**src/rtl/mssbt_pkg.sv**
```systemverilog
// Shared types, codes and constants for the motor speed supervisor and brake timer.
`default_nettype none

package mssbt_pkg;

  // Tempo line end points and fixed command values
  localparam logic [7:0]  TEMPO_LO      = 8'd32;
  localparam logic [6:0]  TEMPO_SPAN    = 7'd112;   // 144 - 32
  localparam logic [6:0]  PERCENT       = 7'd100;
  localparam logic [31:0] BRAKE_SPEED   = 32'd1000;
  localparam logic [31:0] BRAKE_HOLD_MS = 32'd2000;

  // Status codes on the input word
  localparam logic [1:0] LIMIT_END  = 2'd2;
  localparam logic [2:0] POWER_GOOD = 3'd3;

  // Move permission codes
  localparam logic [1:0] PERM_STOP  = 2'd0;
  localparam logic [1:0] PERM_RUN   = 2'd1;
  localparam logic [1:0] PERM_BRAKE = 2'd2;

  // Configuration port
  localparam int unsigned CFG_IDX_W  = 3;
  localparam int unsigned CFG_DATA_W = 32;

  localparam logic [CFG_IDX_W-1:0] CFG_MIN_TEMPO_SPEED    = 3'd0;
  localparam logic [CFG_IDX_W-1:0] CFG_MAX_TEMPO_SPEED    = 3'd1;
  localparam logic [CFG_IDX_W-1:0] CFG_GEAR_RATIO_PERCENT = 3'd2;
  localparam logic [CFG_IDX_W-1:0] CFG_VELOCITY_SCALE     = 3'd3;
  localparam logic [CFG_IDX_W-1:0] CFG_BRAKE_VELOCITY     = 3'd4;
  localparam logic [CFG_IDX_W-1:0] CFG_BRAKE_DELAY_MS     = 3'd5;

  typedef struct packed {
    logic [31:0]        now_ms;
    logic [7:0]         tempo;
    logic [1:0]         limit_switch_state;
    logic               init_done;
    logic [2:0]         power_state;
    logic signed [23:0] measured_velocity;
  } in_word_t;

  typedef struct packed {
    logic [1:0]  move_permission;
    logic        drive_enable;
    logic [31:0] speed_command;
    logic        brake_active;
  } out_word_t;

  // Status of one speed limit lane
  typedef struct packed {
    logic        busy;
    logic [15:0] limit;
  } lane_stat_t;

  typedef enum logic [1:0] {
    CS_IDLE,
    CS_LIMITS,
    CS_MAP,
    CS_HOLD
  } ctrl_state_e;

  typedef enum logic [1:0] {
    LS_IDLE,
    LS_MUL,
    LS_DIV,
    LS_SCALE
  } lane_state_e;

  typedef enum logic [1:0] {
    MP_IDLE,
    MP_MUL,
    MP_DIV,
    MP_FIN
  } map_state_e;

endpackage

`default_nettype wire

```
**src/rtl/mssbt_limit.sv**
```systemverilog
// Bit-serial speed limit lane: ((base * ratio) / 100 mod 2^16) * scale mod 2^16.
`default_nettype none

module mssbt_limit (
  input  wire logic               clk_i,
  input  wire logic               rst_ni,
  input  wire logic               start_i,
  input  wire logic [15:0]        base_i,
  input  wire logic [15:0]        ratio_i,
  input  wire logic [15:0]        scale_i,
  output mssbt_pkg::lane_stat_t   stat_o
);

  localparam logic [4:0] MUL_LAST = 5'd15;
  localparam logic [4:0] DIV_LAST = 5'd31;

  mssbt_pkg::lane_state_e state_q, state_d;
  logic [4:0]  cnt_q, cnt_d;
  logic [15:0] limit_q, limit_d;
  logic [15:0] mplr_q, mplr_d;
  logic [31:0] mcand_q, mcand_d;
  logic [31:0] acc_q, acc_d;
  logic [6:0]  rem_q, rem_d;
  logic [15:0] scale_q, scale_d;

  logic [31:0] acc_add;
  logic [7:0]  rsh;
  logic [7:0]  rsh_sub;
  logic        ge;
  logic [31:0] quo;

  // shared datapath pieces
  assign acc_add = acc_q + (mplr_q[0] ? mcand_q : 32'd0);
  assign rsh     = {rem_q, acc_q[31]};
  assign rsh_sub = rsh - {1'b0, mssbt_pkg::PERCENT};
  assign ge      = (rsh >= {1'b0, mssbt_pkg::PERCENT});
  assign quo     = {acc_q[30:0], ge};

  always_comb begin
    state_d = state_q;
    cnt_d   = cnt_q;
    limit_d = limit_q;
    mplr_d  = mplr_q;
    mcand_d = mcand_q;
    acc_d   = acc_q;
    rem_d   = rem_q;
    scale_d = scale_q;
    unique case (state_q)
      mssbt_pkg::LS_IDLE: begin
        if (start_i) begin
          mplr_d  = base_i;
          mcand_d = {16'd0, ratio_i};
          acc_d   = 32'd0;
          scale_d = scale_i;
          cnt_d   = 5'd0;
          state_d = mssbt_pkg::LS_MUL;
        end
      end
      mssbt_pkg::LS_MUL: begin
        acc_d   = acc_add;
        mcand_d = {mcand_q[30:0], 1'b0};
        mplr_d  = {1'b0, mplr_q[15:1]};
        cnt_d   = cnt_q + 5'd1;
        if (cnt_q == MUL_LAST) begin
          cnt_d   = 5'd0;
          rem_d   = 7'd0;
          state_d = mssbt_pkg::LS_DIV;
        end
      end
      mssbt_pkg::LS_DIV: begin
        rem_d = ge ? rsh_sub[6:0] : rsh[6:0];
        acc_d = quo;
        cnt_d = cnt_q + 5'd1;
        if (cnt_q == DIV_LAST) begin
          // quotient done; only its low half feeds the scale multiply
          mplr_d  = quo[15:0];
          mcand_d = {16'd0, scale_q};
          acc_d   = 32'd0;
          cnt_d   = 5'd0;
          state_d = mssbt_pkg::LS_SCALE;
        end
      end
      mssbt_pkg::LS_SCALE: begin
        acc_d   = acc_add;
        mcand_d = {mcand_q[30:0], 1'b0};
        mplr_d  = {1'b0, mplr_q[15:1]};
        cnt_d   = cnt_q + 5'd1;
        if (cnt_q == MUL_LAST) begin
          limit_d = acc_add[15:0];
          cnt_d   = 5'd0;
          state_d = mssbt_pkg::LS_IDLE;
        end
      end
      default: state_d = mssbt_pkg::LS_IDLE;
    endcase
  end

  always_ff @(posedge clk_i or negedge rst_ni) begin
    if (!rst_ni) begin
      state_q <= mssbt_pkg::LS_IDLE;
      cnt_q   <= 5'd0;
      limit_q <= 16'd0;
    end else begin
      state_q <= state_d;
      cnt_q   <= cnt_d;
      limit_q <= limit_d;
    end
  end

  always_ff @(posedge clk_i) begin
    mplr_q  <= mplr_d;
    mcand_q <= mcand_d;
    acc_q   <= acc_d;
    rem_q   <= rem_d;
    scale_q <= scale_d;
  end

  assign stat_o.busy  = (state_q != mssbt_pkg::LS_IDLE);
  assign stat_o.limit = limit_q;

endmodule

`default_nettype wire

```
**src/rtl/mssbt_map.sv**
```systemverilog
// Bit-serial tempo map: (tempo - 32) * (hi - lo) / 112 + lo, truncating toward zero.
`default_nettype none

module mssbt_map (
  input  wire logic        clk_i,
  input  wire logic        rst_ni,
  input  wire logic        start_i,
  input  wire logic [7:0]  tempo_i,
  input  wire logic [15:0] lo_i,
  input  wire logic [15:0] hi_i,
  output logic             done_o,
  output logic [31:0]      speed_o
);

  localparam logic [4:0] MUL_LAST = 5'd7;
  localparam logic [4:0] DIV_LAST = 5'd23;

  mssbt_pkg::map_state_e state_q, state_d;
  logic [4:0]  cnt_q, cnt_d;
  logic [7:0]  mplr_q, mplr_d;
  logic [23:0] mcand_q, mcand_d;
  logic [23:0] acc_q, acc_d;
  logic [6:0]  rem_q, rem_d;
  logic        neg_q, neg_d;
  logic [15:0] lo_q, lo_d;

  logic [8:0]  a9, abs_a9;
  logic [16:0] d17, abs_d17;
  logic [23:0] acc_add;
  logic [7:0]  rsh, rsh_sub;
  logic        ge;
  logic [31:0] qx;

  // signed operands, taken apart into sign and magnitude
  assign a9      = {1'b0, tempo_i} - {1'b0, mssbt_pkg::TEMPO_LO};
  assign d17     = {1'b0, hi_i} - {1'b0, lo_i};
  assign abs_a9  = a9[8] ? (~a9 + 9'd1) : a9;
  assign abs_d17 = d17[16] ? (~d17 + 17'd1) : d17;

  assign acc_add = acc_q + (mplr_q[0] ? mcand_q : 24'd0);
  assign rsh     = {rem_q, acc_q[23]};
  assign rsh_sub = rsh - {1'b0, mssbt_pkg::TEMPO_SPAN};
  assign ge      = (rsh >= {1'b0, mssbt_pkg::TEMPO_SPAN});

  always_comb begin
    state_d = state_q;
    cnt_d   = cnt_q;
    mplr_d  = mplr_q;
    mcand_d = mcand_q;
    acc_d   = acc_q;
    rem_d   = rem_q;
    neg_d   = neg_q;
    lo_d    = lo_q;
    unique case (state_q)
      mssbt_pkg::MP_IDLE: begin
        if (start_i) begin
          mplr_d  = abs_a9[7:0];
          mcand_d = {8'd0, abs_d17[15:0]};
          acc_d   = 24'd0;
          neg_d   = a9[8] ^ d17[16];
          lo_d    = lo_i;
          cnt_d   = 5'd0;
          state_d = mssbt_pkg::MP_MUL;
        end
      end
      mssbt_pkg::MP_MUL: begin
        acc_d   = acc_add;
        mcand_d = {mcand_q[22:0], 1'b0};
        mplr_d  = {1'b0, mplr_q[7:1]};
        cnt_d   = cnt_q + 5'd1;
        if (cnt_q == MUL_LAST) begin
          cnt_d   = 5'd0;
          rem_d   = 7'd0;
          state_d = mssbt_pkg::MP_DIV;
        end
      end
      mssbt_pkg::MP_DIV: begin
        rem_d = ge ? rsh_sub[6:0] : rsh[6:0];
        acc_d = {acc_q[22:0], ge};
        cnt_d = cnt_q + 5'd1;
        if (cnt_q == DIV_LAST) begin
          cnt_d   = 5'd0;
          state_d = mssbt_pkg::MP_FIN;
        end
      end
      mssbt_pkg::MP_FIN: begin
        state_d = mssbt_pkg::MP_IDLE;
      end
      default: state_d = mssbt_pkg::MP_IDLE;
    endcase
  end

  always_ff @(posedge clk_i or negedge rst_ni) begin
    if (!rst_ni) begin
      state_q <= mssbt_pkg::MP_IDLE;
      cnt_q   <= 5'd0;
    end else begin
      state_q <= state_d;
      cnt_q   <= cnt_d;
    end
  end

  always_ff @(posedge clk_i) begin
    mplr_q  <= mplr_d;
    mcand_q <= mcand_d;
    acc_q   <= acc_d;
    rem_q   <= rem_d;
    neg_q   <= neg_d;
    lo_q    <= lo_d;
  end

  // negate through inverted operand plus carry-in, then add lo
  assign qx      = {8'd0, acc_q};
  assign speed_o = (neg_q ? ~qx : qx) + {16'd0, lo_q} + {31'd0, neg_q};
  assign done_o  = (state_q == mssbt_pkg::MP_FIN);

endmodule

`default_nettype wire

```
**src/rtl/mssbt_brake.sv**
```systemverilog
// Overspeed brake timer: slow-time stamp, brake start and 2000 ms brake hold.
`default_nettype none

module mssbt_brake (
  input  wire logic               clk_i,
  input  wire logic               rst_ni,
  input  wire logic               tick_i,
  input  wire logic [31:0]        now_i,
  input  wire logic signed [23:0] vel_i,
  input  wire logic [22:0]        brake_velocity_i,
  input  wire logic [31:0]        brake_delay_i,
  output logic                    braking_o
);

  logic        braking_q, braking_d;
  logic [31:0] start_q, start_d;
  logic [31:0] last_slow_q, last_slow_d;

  logic [23:0] mag;
  logic        slow;
  logic [31:0] fast_time;
  logic [31:0] hold_time;
  logic        begin_brake;
  logic        end_brake;

  // |v| fits 24 bits unsigned, the most negative value included
  assign mag       = vel_i[23] ? (~vel_i + 24'd1) : vel_i;
  assign slow      = (mag < {1'b0, brake_velocity_i});
  assign fast_time = now_i - last_slow_q;
  assign hold_time = now_i - start_q;

  // a slow tick leaves zero overspeed time, so it can never start the brake
  assign begin_brake = !braking_q && !slow && (fast_time > brake_delay_i);
  assign end_brake   = braking_q && (hold_time > mssbt_pkg::BRAKE_HOLD_MS);

  // start and end exclude each other: one needs the brake off, the other on
  always_comb begin
    braking_d   = braking_q;
    start_d     = start_q;
    last_slow_d = last_slow_q;
    if (tick_i) begin
      if (slow) begin
        last_slow_d = now_i;
      end
      if (begin_brake) begin
        braking_d = 1'b1;
        start_d   = now_i;
      end else if (end_brake) begin
        braking_d = 1'b0;
        start_d   = 32'd0;
      end
    end
  end

  always_ff @(posedge clk_i or negedge rst_ni) begin
    if (!rst_ni) begin
      braking_q   <= 1'b0;
      start_q     <= 32'd0;
      last_slow_q <= 32'd0;
    end else begin
      braking_q   <= braking_d;
      start_q     <= start_d;
      last_slow_q <= last_slow_d;
    end
  end

  assign braking_o = braking_q;

endmodule

`default_nettype wire

```
**src/rtl/motor_speed_supervisor_brake_timer_core.sv**
```systemverilog
// Top level of the motor speed supervisor with overspeed brake timer.
`default_nettype none

// One input word per control tick gives one output word. A tick whose
// permission is stop or braking run skips the tempo map and goes straight
// to the output hold state. A tick with permission run goes through the
// bit-serial tempo map (shift-add multiply, restoring divide by 112, then
// sign and offset). The two speed limits depend only on registers 0..3 and
// are recomputed by two parallel bit-serial lanes after any write to those
// registers (multiply, divide by 100, scale multiply), during which
// in_stall_o is high. The output register lets the next word be accepted
// while a result still waits. The user must write configuration through
// cfg_we_i / cfg_idx_i / cfg_wdata_i only while no tick is in flight; the
// block itself does not enforce this. Unknown indexes are ignored.

module motor_speed_supervisor_brake_timer_core (
  input  wire logic                                  clk_i,
  input  wire logic                                  rst_ni,
  input  wire logic                                  in_valid_i,
  output logic                                       in_stall_o,
  input  wire mssbt_pkg::in_word_t                   in_word_i,
  output logic                                       out_valid_o,
  input  wire logic                                  out_stall_i,
  output mssbt_pkg::out_word_t                       out_word_o,
  input  wire logic                                  cfg_we_i,
  input  wire logic [mssbt_pkg::CFG_IDX_W-1:0]       cfg_idx_i,
  input  wire logic [mssbt_pkg::CFG_DATA_W-1:0]      cfg_wdata_i
);

  // ---------------------------------------------------------------------
  // Configuration registers
  // ---------------------------------------------------------------------
  logic [15:0] min_speed_q, max_speed_q, ratio_q, scale_q;
  logic [22:0] brake_vel_q;
  logic [31:0] brake_delay_q;
  logic        limit_cfg_wr;   // write that invalidates the speed limits

  always_ff @(posedge clk_i or negedge rst_ni) begin
    if (!rst_ni) begin
      min_speed_q   <= 16'd0;
      max_speed_q   <= 16'd0;
      ratio_q       <= 16'd100;
      scale_q       <= 16'd1;
      brake_vel_q   <= 23'd0;
      brake_delay_q <= 32'd0;
    end else if (cfg_we_i) begin
      unique case (cfg_idx_i)
        mssbt_pkg::CFG_MIN_TEMPO_SPEED:    min_speed_q   <= cfg_wdata_i[15:0];
        mssbt_pkg::CFG_MAX_TEMPO_SPEED:    max_speed_q   <= cfg_wdata_i[15:0];
        mssbt_pkg::CFG_GEAR_RATIO_PERCENT: ratio_q       <= cfg_wdata_i[15:0];
        mssbt_pkg::CFG_VELOCITY_SCALE:     scale_q       <= cfg_wdata_i[15:0];
        mssbt_pkg::CFG_BRAKE_VELOCITY:     brake_vel_q   <= cfg_wdata_i[22:0];
        mssbt_pkg::CFG_BRAKE_DELAY_MS:     brake_delay_q <= cfg_wdata_i;
        default: ;
      endcase
    end
  end

  assign limit_cfg_wr = cfg_we_i && ((cfg_idx_i == mssbt_pkg::CFG_MIN_TEMPO_SPEED) ||
                                     (cfg_idx_i == mssbt_pkg::CFG_MAX_TEMPO_SPEED) ||
                                     (cfg_idx_i == mssbt_pkg::CFG_GEAR_RATIO_PERCENT) ||
                                     (cfg_idx_i == mssbt_pkg::CFG_VELOCITY_SCALE));

  // ---------------------------------------------------------------------
  // Control
  // ---------------------------------------------------------------------
  mssbt_pkg::ctrl_state_e state_q, state_d;
  logic        dirty_q, dirty_d;        // limits stale, recompute before next word
  logic [1:0]  perm_q, perm_d;
  logic [31:0] speed_q, speed_d;
  logic        out_valid_q, out_valid_d;
  mssbt_pkg::out_word_t out_word_q, out_word_d;

  logic       in_acc;
  logic       out_free;
  logic       lane_start;
  logic       map_start;
  logic       map_done;
  logic [31:0] map_speed;
  logic       braking;
  logic [1:0] perm_new;
  mssbt_pkg::lane_stat_t lane_min, lane_max;

  assign in_stall_o = !((state_q == mssbt_pkg::CS_IDLE) && !dirty_q);
  assign in_acc     = in_valid_i && !in_stall_o;
  assign out_free   = !out_valid_q || !out_stall_i;
  assign lane_start = (state_q == mssbt_pkg::CS_IDLE) && dirty_q;

  // permission comes from the brake flag held since the previous tick
  always_comb begin
    priority if (braking) begin
      perm_new = mssbt_pkg::PERM_BRAKE;
    end else if (((in_word_i.tempo == mssbt_pkg::TEMPO_LO) &&
                  (in_word_i.limit_switch_state == mssbt_pkg::LIMIT_END)) ||
                 !in_word_i.init_done ||
                 (in_word_i.power_state != mssbt_pkg::POWER_GOOD)) begin
      perm_new = mssbt_pkg::PERM_STOP;
    end else begin
      perm_new = mssbt_pkg::PERM_RUN;
    end
  end

  assign map_start = in_acc && (perm_new == mssbt_pkg::PERM_RUN);

  always_comb begin
    state_d     = state_q;
    perm_d      = perm_q;
    speed_d     = speed_q;
    out_word_d  = out_word_q;
    out_valid_d = out_valid_q && out_stall_i;
    dirty_d     = limit_cfg_wr || (dirty_q && !lane_start);
    unique case (state_q)
      mssbt_pkg::CS_IDLE: begin
        if (dirty_q) begin
          state_d = mssbt_pkg::CS_LIMITS;
        end else if (in_acc) begin
          perm_d = perm_new;
          if (perm_new == mssbt_pkg::PERM_RUN) begin
            state_d = mssbt_pkg::CS_MAP;
          end else begin
            speed_d = (perm_new == mssbt_pkg::PERM_BRAKE) ? mssbt_pkg::BRAKE_SPEED : 32'd0;
            state_d = mssbt_pkg::CS_HOLD;
          end
        end
      end
      mssbt_pkg::CS_LIMITS: begin
        if (!lane_min.busy && !lane_max.busy) begin
          state_d = mssbt_pkg::CS_IDLE;
        end
      end
      mssbt_pkg::CS_MAP: begin
        if (map_done) begin
          speed_d = map_speed;
          state_d = mssbt_pkg::CS_HOLD;
        end
      end
      mssbt_pkg::CS_HOLD: begin
        if (out_free) begin
          // brake flag already holds this tick's timer update
          out_word_d.move_permission = perm_q;
          out_word_d.drive_enable    = (perm_q != mssbt_pkg::PERM_STOP);
          out_word_d.speed_command   = speed_q;
          out_word_d.brake_active    = braking;
          out_valid_d                = 1'b1;
          state_d                    = mssbt_pkg::CS_IDLE;
        end
      end
      default: state_d = mssbt_pkg::CS_IDLE;
    endcase
  end

  always_ff @(posedge clk_i or negedge rst_ni) begin
    if (!rst_ni) begin
      state_q     <= mssbt_pkg::CS_IDLE;
      dirty_q     <= 1'b0;          // reset limits are already correct (zero)
      out_valid_q <= 1'b0;
    end else begin
      state_q     <= state_d;
      dirty_q     <= dirty_d;
      out_valid_q <= out_valid_d;
    end
  end

  always_ff @(posedge clk_i) begin
    perm_q     <= perm_d;
    speed_q    <= speed_d;
    out_word_q <= out_word_d;
  end

  assign out_valid_o = out_valid_q;
  assign out_word_o  = out_word_q;

  // ---------------------------------------------------------------------
  // Datapath units
  // ---------------------------------------------------------------------
  mssbt_limit u_lim_min (
    .clk_i   (clk_i),
    .rst_ni  (rst_ni),
    .start_i (lane_start),
    .base_i  (min_speed_q),
    .ratio_i (ratio_q),
    .scale_i (scale_q),
    .stat_o  (lane_min)
  );

  mssbt_limit u_lim_max (
    .clk_i   (clk_i),
    .rst_ni  (rst_ni),
    .start_i (lane_start),
    .base_i  (max_speed_q),
    .ratio_i (ratio_q),
    .scale_i (scale_q),
    .stat_o  (lane_max)
  );

  mssbt_map u_map (
    .clk_i   (clk_i),
    .rst_ni  (rst_ni),
    .start_i (map_start),
    .tempo_i (in_word_i.tempo),
    .lo_i    (lane_min.limit),
    .hi_i    (lane_max.limit),
    .done_o  (map_done),
    .speed_o (map_speed)
  );

  mssbt_brake u_brake (
    .clk_i            (clk_i),
    .rst_ni           (rst_ni),
    .tick_i           (in_acc),
    .now_i            (in_word_i.now_ms),
    .vel_i            (in_word_i.measured_velocity),
    .brake_velocity_i (brake_vel_q),
    .brake_delay_i    (brake_delay_q),
    .braking_o        (braking)
  );

  // ---------------------------------------------------------------------
  // Assertions
  // ---------------------------------------------------------------------
`ifndef SYNTHESIS
  // a word must never see limits that are still being recomputed
  a_no_accept_during_limits: assert property (@(posedge clk_i) disable iff (!rst_ni)
    in_acc |-> (!lane_min.busy && !lane_max.busy))
    else $error("word accepted while speed limit lanes busy");

  // a run word goes straight into the tempo map
  a_run_enters_map: assert property (@(posedge clk_i) disable iff (!rst_ni)
    map_start |=> (state_q == mssbt_pkg::CS_MAP))
    else $error("run word did not enter map state");

  // map finishes only for a word the controller is waiting on
  a_map_done_owned: assert property (@(posedge clk_i) disable iff (!rst_ni)
    map_done |-> (state_q == mssbt_pkg::CS_MAP))
    else $error("map unit finished outside map state");

  // a limit write is never lost: stale flag follows the write
  a_cfg_marks_dirty: assert property (@(posedge clk_i) disable iff (!rst_ni)
    limit_cfg_wr |=> dirty_q)
    else $error("limit register write did not mark limits stale");
`endif

endmodule

`default_nettype wire

```
**config.mk**
```make
export PLATFORM = sky130hd
export DESIGN_NAME = motor_speed_supervisor_brake_timer_core
export DESIGN_NICKNAME = d
export VERILOG_FILES = /design/src/rtl/mssbt_pkg.sv /design/src/rtl/mssbt_limit.sv /design/src/rtl/mssbt_map.sv /design/src/rtl/mssbt_brake.sv /design/src/rtl/motor_speed_supervisor_brake_timer_core.sv
export SDC_FILE = /design/constraint.sdc
export NUM_CORES = 1
export LEC_CHECK = 0
export ABC_AREA = 1
export BUFFER_PORTS_ARGS = -buffer_cell sky130_fd_sc_hd__buf_2
export CAP_MARGIN = 20
export CORE_ASPECT_RATIO = 1.4
export CORE_UTILIZATION = 57
export CTS_CLUSTER_DIAMETER = 150
export CTS_CLUSTER_SIZE = 40
export DETAILED_ROUTE_END_ITERATION = 12
export PLACE_DENSITY = 0.77
export SYNTH_ARGS = -nofsm -noshare
export SYNTH_HDL_FRONTEND = slang
export SYNTH_SLANG_ARGS = --single-unit
export TNS_END_PERCENT = 100
```
**constraint.sdc**
```tcl
create_clock -name clk_i -period 4 [get_ports clk_i]
set_input_delay 0.8 -clock clk_i [delete_from_list [all_inputs] [get_ports clk_i]]
set_output_delay 0.8 -clock clk_i [all_outputs]
set_load 0.01 [all_outputs]
```
# After elaboration in Yosys (flattened, before gate mapping)
# Cells that the tools add are included.
[word_totals] register_bits=597 elab_cells=274 output_inout_bits=38
[classes] bitwise_logic=6 n_eq_ne=46 order_cmp=6 reduce_logical=73 add_sub_neg=18 mux=83
[ops] operator="$mux 32" n=15
[ops] operator="$pmux 32 s3" n=4
[ops] operator="$mux 24" n=4
[ops] operator="$pmux 16 s3" n=2
[ops] operator="$mux 16" n=5
[ops] operator="$pmux 24 s3" n=1
[ops] operator="$add 32x32->32" n=2
[ops] operator="$pmux 32 s2" n=1
[ops] operator="$sub 32x32->32" n=2
[ops] operator="$pmux 24 s2" n=1
[ops] operator="$pmux 5 s3" n=3
[ops] operator="$mux 7" n=6
[ops] operator="$pmux 7 s2" n=3
[ops] operator="$reduce_and 2->1" n=21
[ops] operator="$mux 5" n=8
[ops] operator="$add 32x1->32" n=1
[ops] operator="$add 32x16->32" n=1
[ops] operator="$gt 32x11->1 const B" n=1
[ops] operator="$gt 32x32->1" n=1
[ops] operator="$mux 2" n=16
[ops] operator="$not 24->32" n=1
[ops] operator="$pmux 2 s4" n=4
[ops] operator="$add 24x1->24 const B" n=1
[ops] operator="$add 24x24->24" n=1
[ops] operator="other kinds (41)" n=127

# Longest topological paths before layout
# Gate-level depths: netlist of the first run.
[logic_depth] ltp_word=12 ltp_mapped=27

# Hierarchy
# A second synthesis of the first run with hierarchy kept.
[unflattened] hier_cells=5169 hier_area_um2=39927.0
[by_module_without_submodules] mod="mssbt_limit" cells_per_inst=1038 area_each_um2=8132.8 seq_area_each_um2=3668.5 instances=2
[by_module_without_submodules] mod="mssbt_brake" cells_per_inst=1358 area_each_um2=8453.1 seq_area_each_um2=1626.6 instances=1
[by_module_without_submodules] mod="mssbt_map" cells_per_inst=1130 area_each_um2=8154.1 seq_area_each_um2=2577.5 instances=1
[by_module_without_submodules] mod="motor_speed_supervisor_brake_timer_core" cells_per_inst=605 area_each_um2=7054.3 seq_area_each_um2=5185.0 instances=1

# Worst setup path before layout of the first run
# No wires, ideal clock.
[synth_timing] path_kind="input -> register" startpoint="input in_word_i[38] (netlist bit)" endpoint="register u_brake.start_q[10]" path_buffers=1 cell_stages=27 setup_slack_ns=-0.300 arrival_ns=4.183 path_cell_list="inv_1 ha_1 inv_1 fa_1 nand3_1 nand2_1 a21boi_0 o21ai_0 nand3_1 nand3_1 nand3_1 nand2_1 nand2_1 nand3b_1 xor2_1 ha_1 nand2_1 nor2_1 and2_1 inv_1 nor4_1 nand2_1 a21oi_2 nand2_2 buf_4 nand3_1 nand2_1"
[synth_between] elab_chain_cells=5 word_cells_on_any_way=9
[synth_lines] item="from (decl)" line_no="motor_speed_supervisor_brake_timer_core.sv:21" text="input wire mssbt_pkg::in_word_t in_word_i,"
[synth_lines] item="$sub 32x32->32 (on tied branches)" line_no="mssbt_brake.sv:30, mssbt_brake.sv:29"
[synth_lines] item="$gt 32x11->1 / $gt 32x32->1 (equally long branches)" line_no="mssbt_brake.sv:34, mssbt_brake.sv:33"
[synth_lines] item="$logic_and 1x1->1 (on tied branches)" line_no="mssbt_brake.sv:34, mssbt_brake.sv:33"
[synth_lines] item="$reduce_bool 2->1 (no source line)"
[synth_lines] item="$reduce_and 2->1 (no source line)"
[synth_lines] item="to (signal assigned)" line_no="mssbt_brake.sv:62" text="start_q <= start_d;"
[synth_lines] item="to (decl)" line_no="mssbt_brake.sv:16" text="logic [31:0] start_q, start_d;"
# Several ways; a longest one is shown, not always the timed one.
# A chain may end at the register's enable or synchronous reset.

# Worst setup path after layout of the first run
[layout_timing] startpoint="register u_brake.last_slow_q[17]" endpoint="register u_brake.start_q[11]"
[layout_between] elab_chain_cells=5 word_cells_on_any_way=6
[layout_lines] item="from (decl)" line_no="mssbt_brake.sv:17" text="logic [31:0] last_slow_q, last_slow_d;"
[layout_lines] item="from (signal assigned)" line_no="mssbt_brake.sv:63" text="last_slow_q <= last_slow_d;"
[layout_lines] item="$sub 32x32->32 (*)" line_no="mssbt_brake.sv:29" text="assign fast_time = now_i - last_slow_q;"
[layout_lines] item="$gt 32x32->1 (*)" line_no="mssbt_brake.sv:33" text="assign begin_brake = !braking_q && !slow && (fast_time > brake_delay_i);"
[layout_lines] item="$logic_and 1x1->1 (*)" line_no="mssbt_brake.sv:33"
[layout_lines] item="$reduce_bool 2->1 (no source line)"
[layout_lines] item="$reduce_and 2->1 (no source line)"
# Every way passes the cells marked *; elsewhere a longest branch is shown, timed or not.

==> impl_metrics.csv, run 1 <==
group,metric,value,unit
yosys,ys_seq_area_frac,0.447,
timing,fin_crit_sh,0.956,
clocking,cts_max_path_buffers,3,
setup_path,crit_path_max_fanout,8,
detailed_routing,vias,31789,
finish,multi_input_area,18100,um^2
finish,fin_nets,5235,
global_route,grt_max_degree,121,
timing,maxSlewHeadroom,0.302,
min_path,hold_path.class,"input port to async pin",
detailed_routing,routed_via_density,5.57,
finish,fill_cells,5771,
detailed_routing,drt_wl_total,99100,um
global_route,grt_first_pass_wirelength,158000,um
floorplanning,dieArea,66700,um^2
yosys,synth_top_area_share,0.286,
finish,stdcell_area,41100,um^2
timing,skew,28.8,ps
placed_design,numPortBuffers,147,
setup_path,end_kind,"flop",
setup_path,start_kind,"flop",
floorplanning,initial_utilization,0.579,
power_and_ir_drop,peakVddDrop,522,uV
setup_path,cp.arrival,4330,ps
yosys,synth_edf_count,356,
placed_design,place_hpwl,76800,um
clocking,clkLatencyLatePin,610,ps
yosys,async_flop_share,0.404,
power_and_ir_drop,powerDensity,747,nW/um^2
global_route,overflow,0,
finish,area_growth,9.72,%
yosys,synthFlopType,"edfxtp_1",
yosys,synth_area,37400,um^2
power_and_ir_drop,total_power,30700,uW
setup_path,rr_worst_depth,22,
detailed_routing,drc,0,
setup_path,r2r_end,"u_brake.start_q[11]",
timing,worstMarginPinSlew,1050,ps
timing,fmax,261,MHz
clocking,clkTransAtPathRegs,140,ps
finish,drive_above_1_share,0.0950,
placed_design,placed_cells,5664,
setup_path,cp.required,4510,ps
finish,stdcell_count,5703,
detailed_routing,drtAntennaViolNets,0,
timing,setup_viol,0,
yosys,syn_area_per_cell,8.10,um^2
yosys,yosys.area.top_type,"edfxtp_1",
outcome,status,"complete, no violations",
floorplanning,die_x,219,um
setup_path,r2r-start,"u_brake.last_slow_q[17]",
clocking,cts_num_sinks,597,
setup_path,worstSetupEndpoint,"u_brake.start_q[11]",
job,cap_violations,0,
timing,fin_setup_tns,0,ps
yosys,ys_ff_latch,597,
floorplanning,io_pins,148,
detailed_routing,drt_iter0_drc,2478,
setup_path,critPathLaunch,"u_brake.last_slow_q[17]",
finish,antennaDiodeCount,0,
finish,seq_area,16700,um^2
floorplanning,rows,110,
power_and_ir_drop,p_leak,0.0199,uW
floorplanning,core_area,64700,um^2
clocking,cts_root_buf,"clkbuf_16",
global_route,grt_antenna_before_repair,0,
setup_path,r2r_slack,170,ps
floorplanning,die_h,305,um
detailed_routing,wl_per_cell,17.4,um
global_route,grt_pass1_vias,31051,
timing,hold_viol,0,
placed_design,dpl_cell_area,40200,um^2
yosys,yosysUniqueCellTypes,55,
yosys,yosysWarnings,0,
setup_path,critPathKind,"flop to flop",
global_route,grt_usage,0.297,
yosys,synthTopCellsByArea,"edfxtp_1 (29%), dfrtp_1 (16%), nand2_1 (11%), ha_1 (8.9%), inv_1 (6.3%)",
clocking,cts_buffers,18,
timing,post-route-min-period,3830,ps
detailed_routing,drt-pass1-iter-count,6,
timing,report.final.slew_viol_count,0,
clocking,cts_tree,"yes",
clocking,htreeDepth,1,
finish,largest_reg_flops,36,
placed_design,place_congestion,0.962,
finish,final_util,0.635,
yosys,synth_nets,5008,
yosys,netlist_instances,4624,
[worst min path at each step]
stage,depth (start not counted),start,to
after global placement,0,speed_q[30],out_word_o[31]
after detailed placement,0,speed_q[22],out_word_o[23]
final,1,rst_ni,brake_vel_q[0]
after CTS,1,rst_ni,brake_vel_q[0]
after floorplan,0,speed_q[9],out_word_o[10]
after global routing,1,rst_ni,brake_vel_q[0]
[timing repair]
item,CTS,global route
setup endpoints to repair,8,33
hold buffers,0,0
gates resized for setup,1,50
setup buffers,0,3
pin swaps,0,19
cloned,0,3
[synth_stat cells, drive strengths merged, types with 4 or more instances]
cell,n
nor3,55
a221oi,7
o211ai,13
inv,633
buf,29
ha,267
dfrtp,237
a21boi,12
dfstp,4
fa,7
mux2,15
or2,19
a21oi,414
clkbuf,99
xor2,88
xnor2,44
a211oi,4
nor4,13
nand2,1138
o31ai,8
a21o,25
edfxtp,356
nor2,299
nand3b,21
nand3,361
o21bai,12
o22ai,7
o21a,16
nand4,30
o21ai,347
o311ai,4
a31oi,20
[per-layer routing]
layer  track usage  routed length [um]
met3        0.0190                3830
met5             0                   0
met4         0.161                6110
met2         0.541               50700
met1         0.344               38500
[stage by stage]
step	hold slack, ps	setup WS, ps
global route	61.0	-37.5
finish	55.8	175
global placement	400	-461
CTS	54.3	43.5
detailed placement	405	-524
floorplan	400	15.6
[power breakdown]
part | leakage, uW | internal [uW] | switching [uW]
Combinational | 0.0131 | 5910 | 11100
Clock | 0.000247 | 879 | 1840
Sequential | 0.00659 | 9640 | 1340
[cells by family (layout without fill, tap and decap cells)]
kind of cell	count (synthesis)	in the layout	share of synthesized area
and+or+nand+nor	1942	1942	0.217
buffers and inverters	764	1003	0.0783
AOI/OAI and AO/OA	900	900	0.130
DFF	597	597	0.447
muxes	15	15	0.00451
xor gates and xnor gates	132	132	0.0309
adders and majority gates	274	274	0.0930
[final cells by class]
cell class	instances	area share
clock buffer	30	0.0121
tap	840	0.0256
clock inverter	2	0.000518
inverter	636	0.0581
multi-input combinational	3263	0.440
timing repair buffer	335	0.0563
sequential	597	0.407
[layout by cell type, fill, tap and decap left out, drive strengths merged, types with 4 or more instances in the layout]
cell type	Yosys	routed
nand3	361	361
dfstp	4	4
buf	29	333
clkinv	3	5
o211ai	13	13
a31oi	20	20
nand4	30	30
a21o	25	25
a21boi	12	12
o22ai	7	7
nor2	299	299
clkbuf	99	32
edfxtp	356	356
fa	7	7
dfrtp	237	237
nand2	1138	1138
o311ai	4	4
o31ai	8	8
a221oi	7	7
nor4	13	13
or2	19	19
a211oi	4	4
xor2	88	88
mux2	15	15
o21bai	12	12
nor3	55	55
ha	267	267
inv	633	633
o21a	16	16
o21ai	347	347
a21oi	414	414
nand3b	21	21
xnor2	44	44
[worst max-delay path, cell delays in order, from the launching register on]
cell and delay, ps:
dfrtp_1 390, inv_1 140, ha_1 280, nand2_2 110, buf_4 140, o21ai_0 120, a21oi_1 250, nand3_2 130
a21oi_2 180, o211ai_1 110, xor2_1 170, ha_1 310, nand2_1 80, nor2_2 130, and2_4 160, inv_1 40
nor4_2 130, nand2_1 130, a21oi_4 220, nand2_4 150, clkbuf_16 200, nand3_1 90, nand2_1 60
(Power assumes the default switching activity.)
==> run 2, diff against run 1 <==
--- a/config.mk
+++ b/config.mk
@@ -6,14 +6,15 @@
 export NUM_CORES = 1
 export LEC_CHECK = 0
 export ABC_AREA = 1
+export ABC_CLOCK_PERIOD_IN_PS = 4000
 export BUFFER_PORTS_ARGS = -buffer_cell sky130_fd_sc_hd__buf_2
 export CAP_MARGIN = 20
 export CORE_ASPECT_RATIO = 1.4
-export CORE_UTILIZATION = 57
+export CORE_UTILIZATION = 50
 export CTS_CLUSTER_DIAMETER = 150
 export CTS_CLUSTER_SIZE = 40
 export DETAILED_ROUTE_END_ITERATION = 12
-export PLACE_DENSITY = 0.77
+export PLACE_DENSITY = 0.69
 export SYNTH_ARGS = -nofsm -noshare
 export SYNTH_HDL_FRONTEND = slang
 export SYNTH_SLANG_ARGS = --single-unit
==> run 2 against run 1 <==
- register-to-register slack worse by 80 ps
- utilization decreased by 7.4 points
- hold slack better by 54 ps
- global-route usage shrank 3.2 points
- fmax down 2.0%
- via count shrank 0.65%
- non-clock buffer count up 17
- routed wire length increased by 1.6%
- sequential share of layout area shrank 0.42 points
- die area is 14% higher
- clock skew up 35 ps
- first-iteration DRC count fell by 11%
- largest cell class unchanged
- highest routed layer unchanged
==> impl_metrics.csv, run 2 (synthesis gave the netlist of run 1 again) <==
group,metric,value,unit
setup_path,cp.required,4500,ps
timing,hold_viol,0,
floorplanning,dieArea,76000,um^2
power_and_ir_drop,peakVddDrop,428,uV
global_route,grt_first_pass_wirelength,160000,um
clocking,clkLatencyLatePin,600,ps
detailed_routing,drtAntennaViolNets,0,
power_and_ir_drop,p_int,16600,uW
global_route,overflow,0,
floorplanning,initial_utilization,0.506,
timing,setup_viol,0,
setup_path,critPathKind,"flop to flop",
outcome,status,"complete, no violations",
setup_path,crit_path_max_fanout,16,
detailed_routing,drt_iter0_drc,2194,
power_and_ir_drop,power_frac_seq,0.354,
power_and_ir_drop,p_sw,14400,uW
detailed_routing,wl_per_cell,17.2,um
setup_path,critPathBufInv,5,
global_route,grt_usage,0.265,
global_route,grt_antenna_before_repair,1,
clocking,cts_root_buf,"clkbuf_16",
finish,fin_nets,5253,
floorplanning,die_x,233,um
floorplanning,core_area,74000,um^2
finish,area_growth,10.9,%
placed_design,dp_slack,-598,ps
floorplanning,io_pins,148,
setup_path,slowest_stage,"dfrtp_1",
job,cap_violations,0,
setup_path,max_stage_delay,400,ps
clocking,ctsHoldBuffers,0,
finish,final_common_cell,"nand2_1",
timing,skew,63.7,ps
global_route,grt_pass1_vias,30767,
timing,fin_ws,98.2,ps
setup_path,end_kind,"flop",
power_and_ir_drop,combinationalPowerShare,0.555,
global_route,grt_max_degree,89,
setup_path,cp_top_family,"compound AO/OA/AOI/OAI gates",
clocking,cts_buffers,19,
floorplanning,rows,118,
timing,maxSlewHeadroom,0.315,
placed_design,place_congestion,0.950,
detailed_routing,drt_wl_total,101000,um
clocking,cts_tree,"yes",
detailed_routing,drt-pass1-iter-count,5,
clocking,cts_num_sinks,597,
finish,stdcell_area,41500,um^2
timing,fmax,256,MHz
power_and_ir_drop,p_leak,0.0200,uW
placed_design,place_hpwl,78100,um
floorplanning,die_h,326,um
timing,post-route-min-period,3900,ps
timing,fin_crit_sh,0.975,
finish,largest_reg_flops,36,
timing,report.final.slew_viol_count,0,
clocking,htreeDepth,1,
detailed_routing,vias,31582,
finish,drive_above_1_share,0.104,
timing,fin_hold_ws,110,ps
power_and_ir_drop,switching_share,0.464,
setup_path,cp_cell_sequence,"inv_2, ha_1, a21oi_1, buf_4, o21a_1, inv_1, a21oi_1, nand3_2, a21oi_2, o211ai_1, xor2_1, ha_1, nand2_2, nor2_4, and2_4, inv_2, nor4_2, nand2_1, a21oi_4, nand2_4, clkbuf_16, nand3_1, nand2_1",
timing,grt_setup_unrepaired,"true",
detailed_routing,routed_via_density,5.41,
detailed_routing,drc,0,
setup_path,start_kind,"flop",
clocking,clkTransAtPathRegs,150,ps
placed_design,dpl_cell_area,40500,um^2
power_and_ir_drop,power.share.clock,0.091,
placed_design,numPortBuffers,147,
finish,mostFrequentLayoutCells,"nand2_1 (1,124), inv_1 (620), a21oi_1 (404)",
clocking,cts_max_path_buffers,3,
power_and_ir_drop,powerDensity,747,nW/um^2
setup_path,cp.arrival,4410,ps
min_path,hold_path.class,"input port to async pin",
timing,worstMarginPinSlew,1030,ps
run 2: metal layers:
metal  global-route usage  part of all wire
met1                0.318              0.40
met2                0.483              0.51
met3               0.0162             0.033
met4                0.117             0.051
met5                    0                 0
run 2: worst paths after layout:
path | startpoint | to | slack (ps) | cells past startpoint
min in group clk_i | scale_q[15] | u_lim_max.scale_q[15] | 410 | 0
worst max-delay path | u_brake.last_slow_q[20] | u_brake.start_q[22] | 100 | 23
max in group asynchronous | rst_ni | scale_q[0] | 2920 | 2
worst min register to register | scale_q[15] | u_lim_max.scale_q[15] | 410 | 0
worst max register to register | u_brake.last_slow_q[20] | u_brake.start_q[22] | 100 | 23
worst min-delay path | rst_ni | brake_vel_q[0] | 110 | 1
run 2: power by group through the flow:
stage	combinational, uW	clock, uW	sequential, uW
2_1_floorplan	11300	0	10700
3_3_place_gp	16600	0	11000
3_5_place_dp	16800	0	11100
4_1_cts	16900	2910	11000
5_1_grt	19300	3050	11200
6_report	17200	2820	11000
run 2: worst register-to-register path, cell delays in order (launching register included):
cell and delay, ps:
dfrtp_1 400, inv_2 110, ha_1 280, a21oi_1 190
buf_4 130, o21a_1 100, inv_1 40, a21oi_1 190
nand3_2 160, a21oi_2 200, o211ai_1 110, xor2_1 170
ha_1 320, nand2_2 80, nor2_4 110, and2_4 150
inv_2 30, nor4_2 130, nand2_1 130, a21oi_4 270
nand2_4 140, clkbuf_16 210, nand3_1 90, nand2_1 50
run 2: timing repair:
| action | in CTS | in global routing |
|---|---|---|
| gates cloned | 0 | 2 |
| pin swaps | 4 | 8 |
| buffers inserted | 0 | 1 |
| setup endpoints to repair | 33 | 48 |
| gates resized for setup | 11 | 61 |
run 2: through the flow:
stage	power, uW	setup TNS, ps	instances	utilization
after global routing	33600	-2920	5842	0.561
after global placement	27600	-24920	5803	0.548
after CTS	30800	0	5837	0.556
final	31000	0	5843	0.561
after detailed placement	27900	-24100	5803	0.548
after floorplan	22000	0	4624	-
run 2: layout make-up:
| cell class | instances | area, um^2 |
|---|---|---|
| diodes | 1 | 2.50 |
| clock buffers | 31 | 520 |
| clock inverters | 3 | 45.0 |
| fillers | 6931 | 32500 |
| inverters | 636 | 2390 |
| multi-input cells | 3263 | 18200 |
| flip-flops and latches | 597 | 16700 |
| well taps | 960 | 1200 |
| repair buffers | 352 | 2430 |
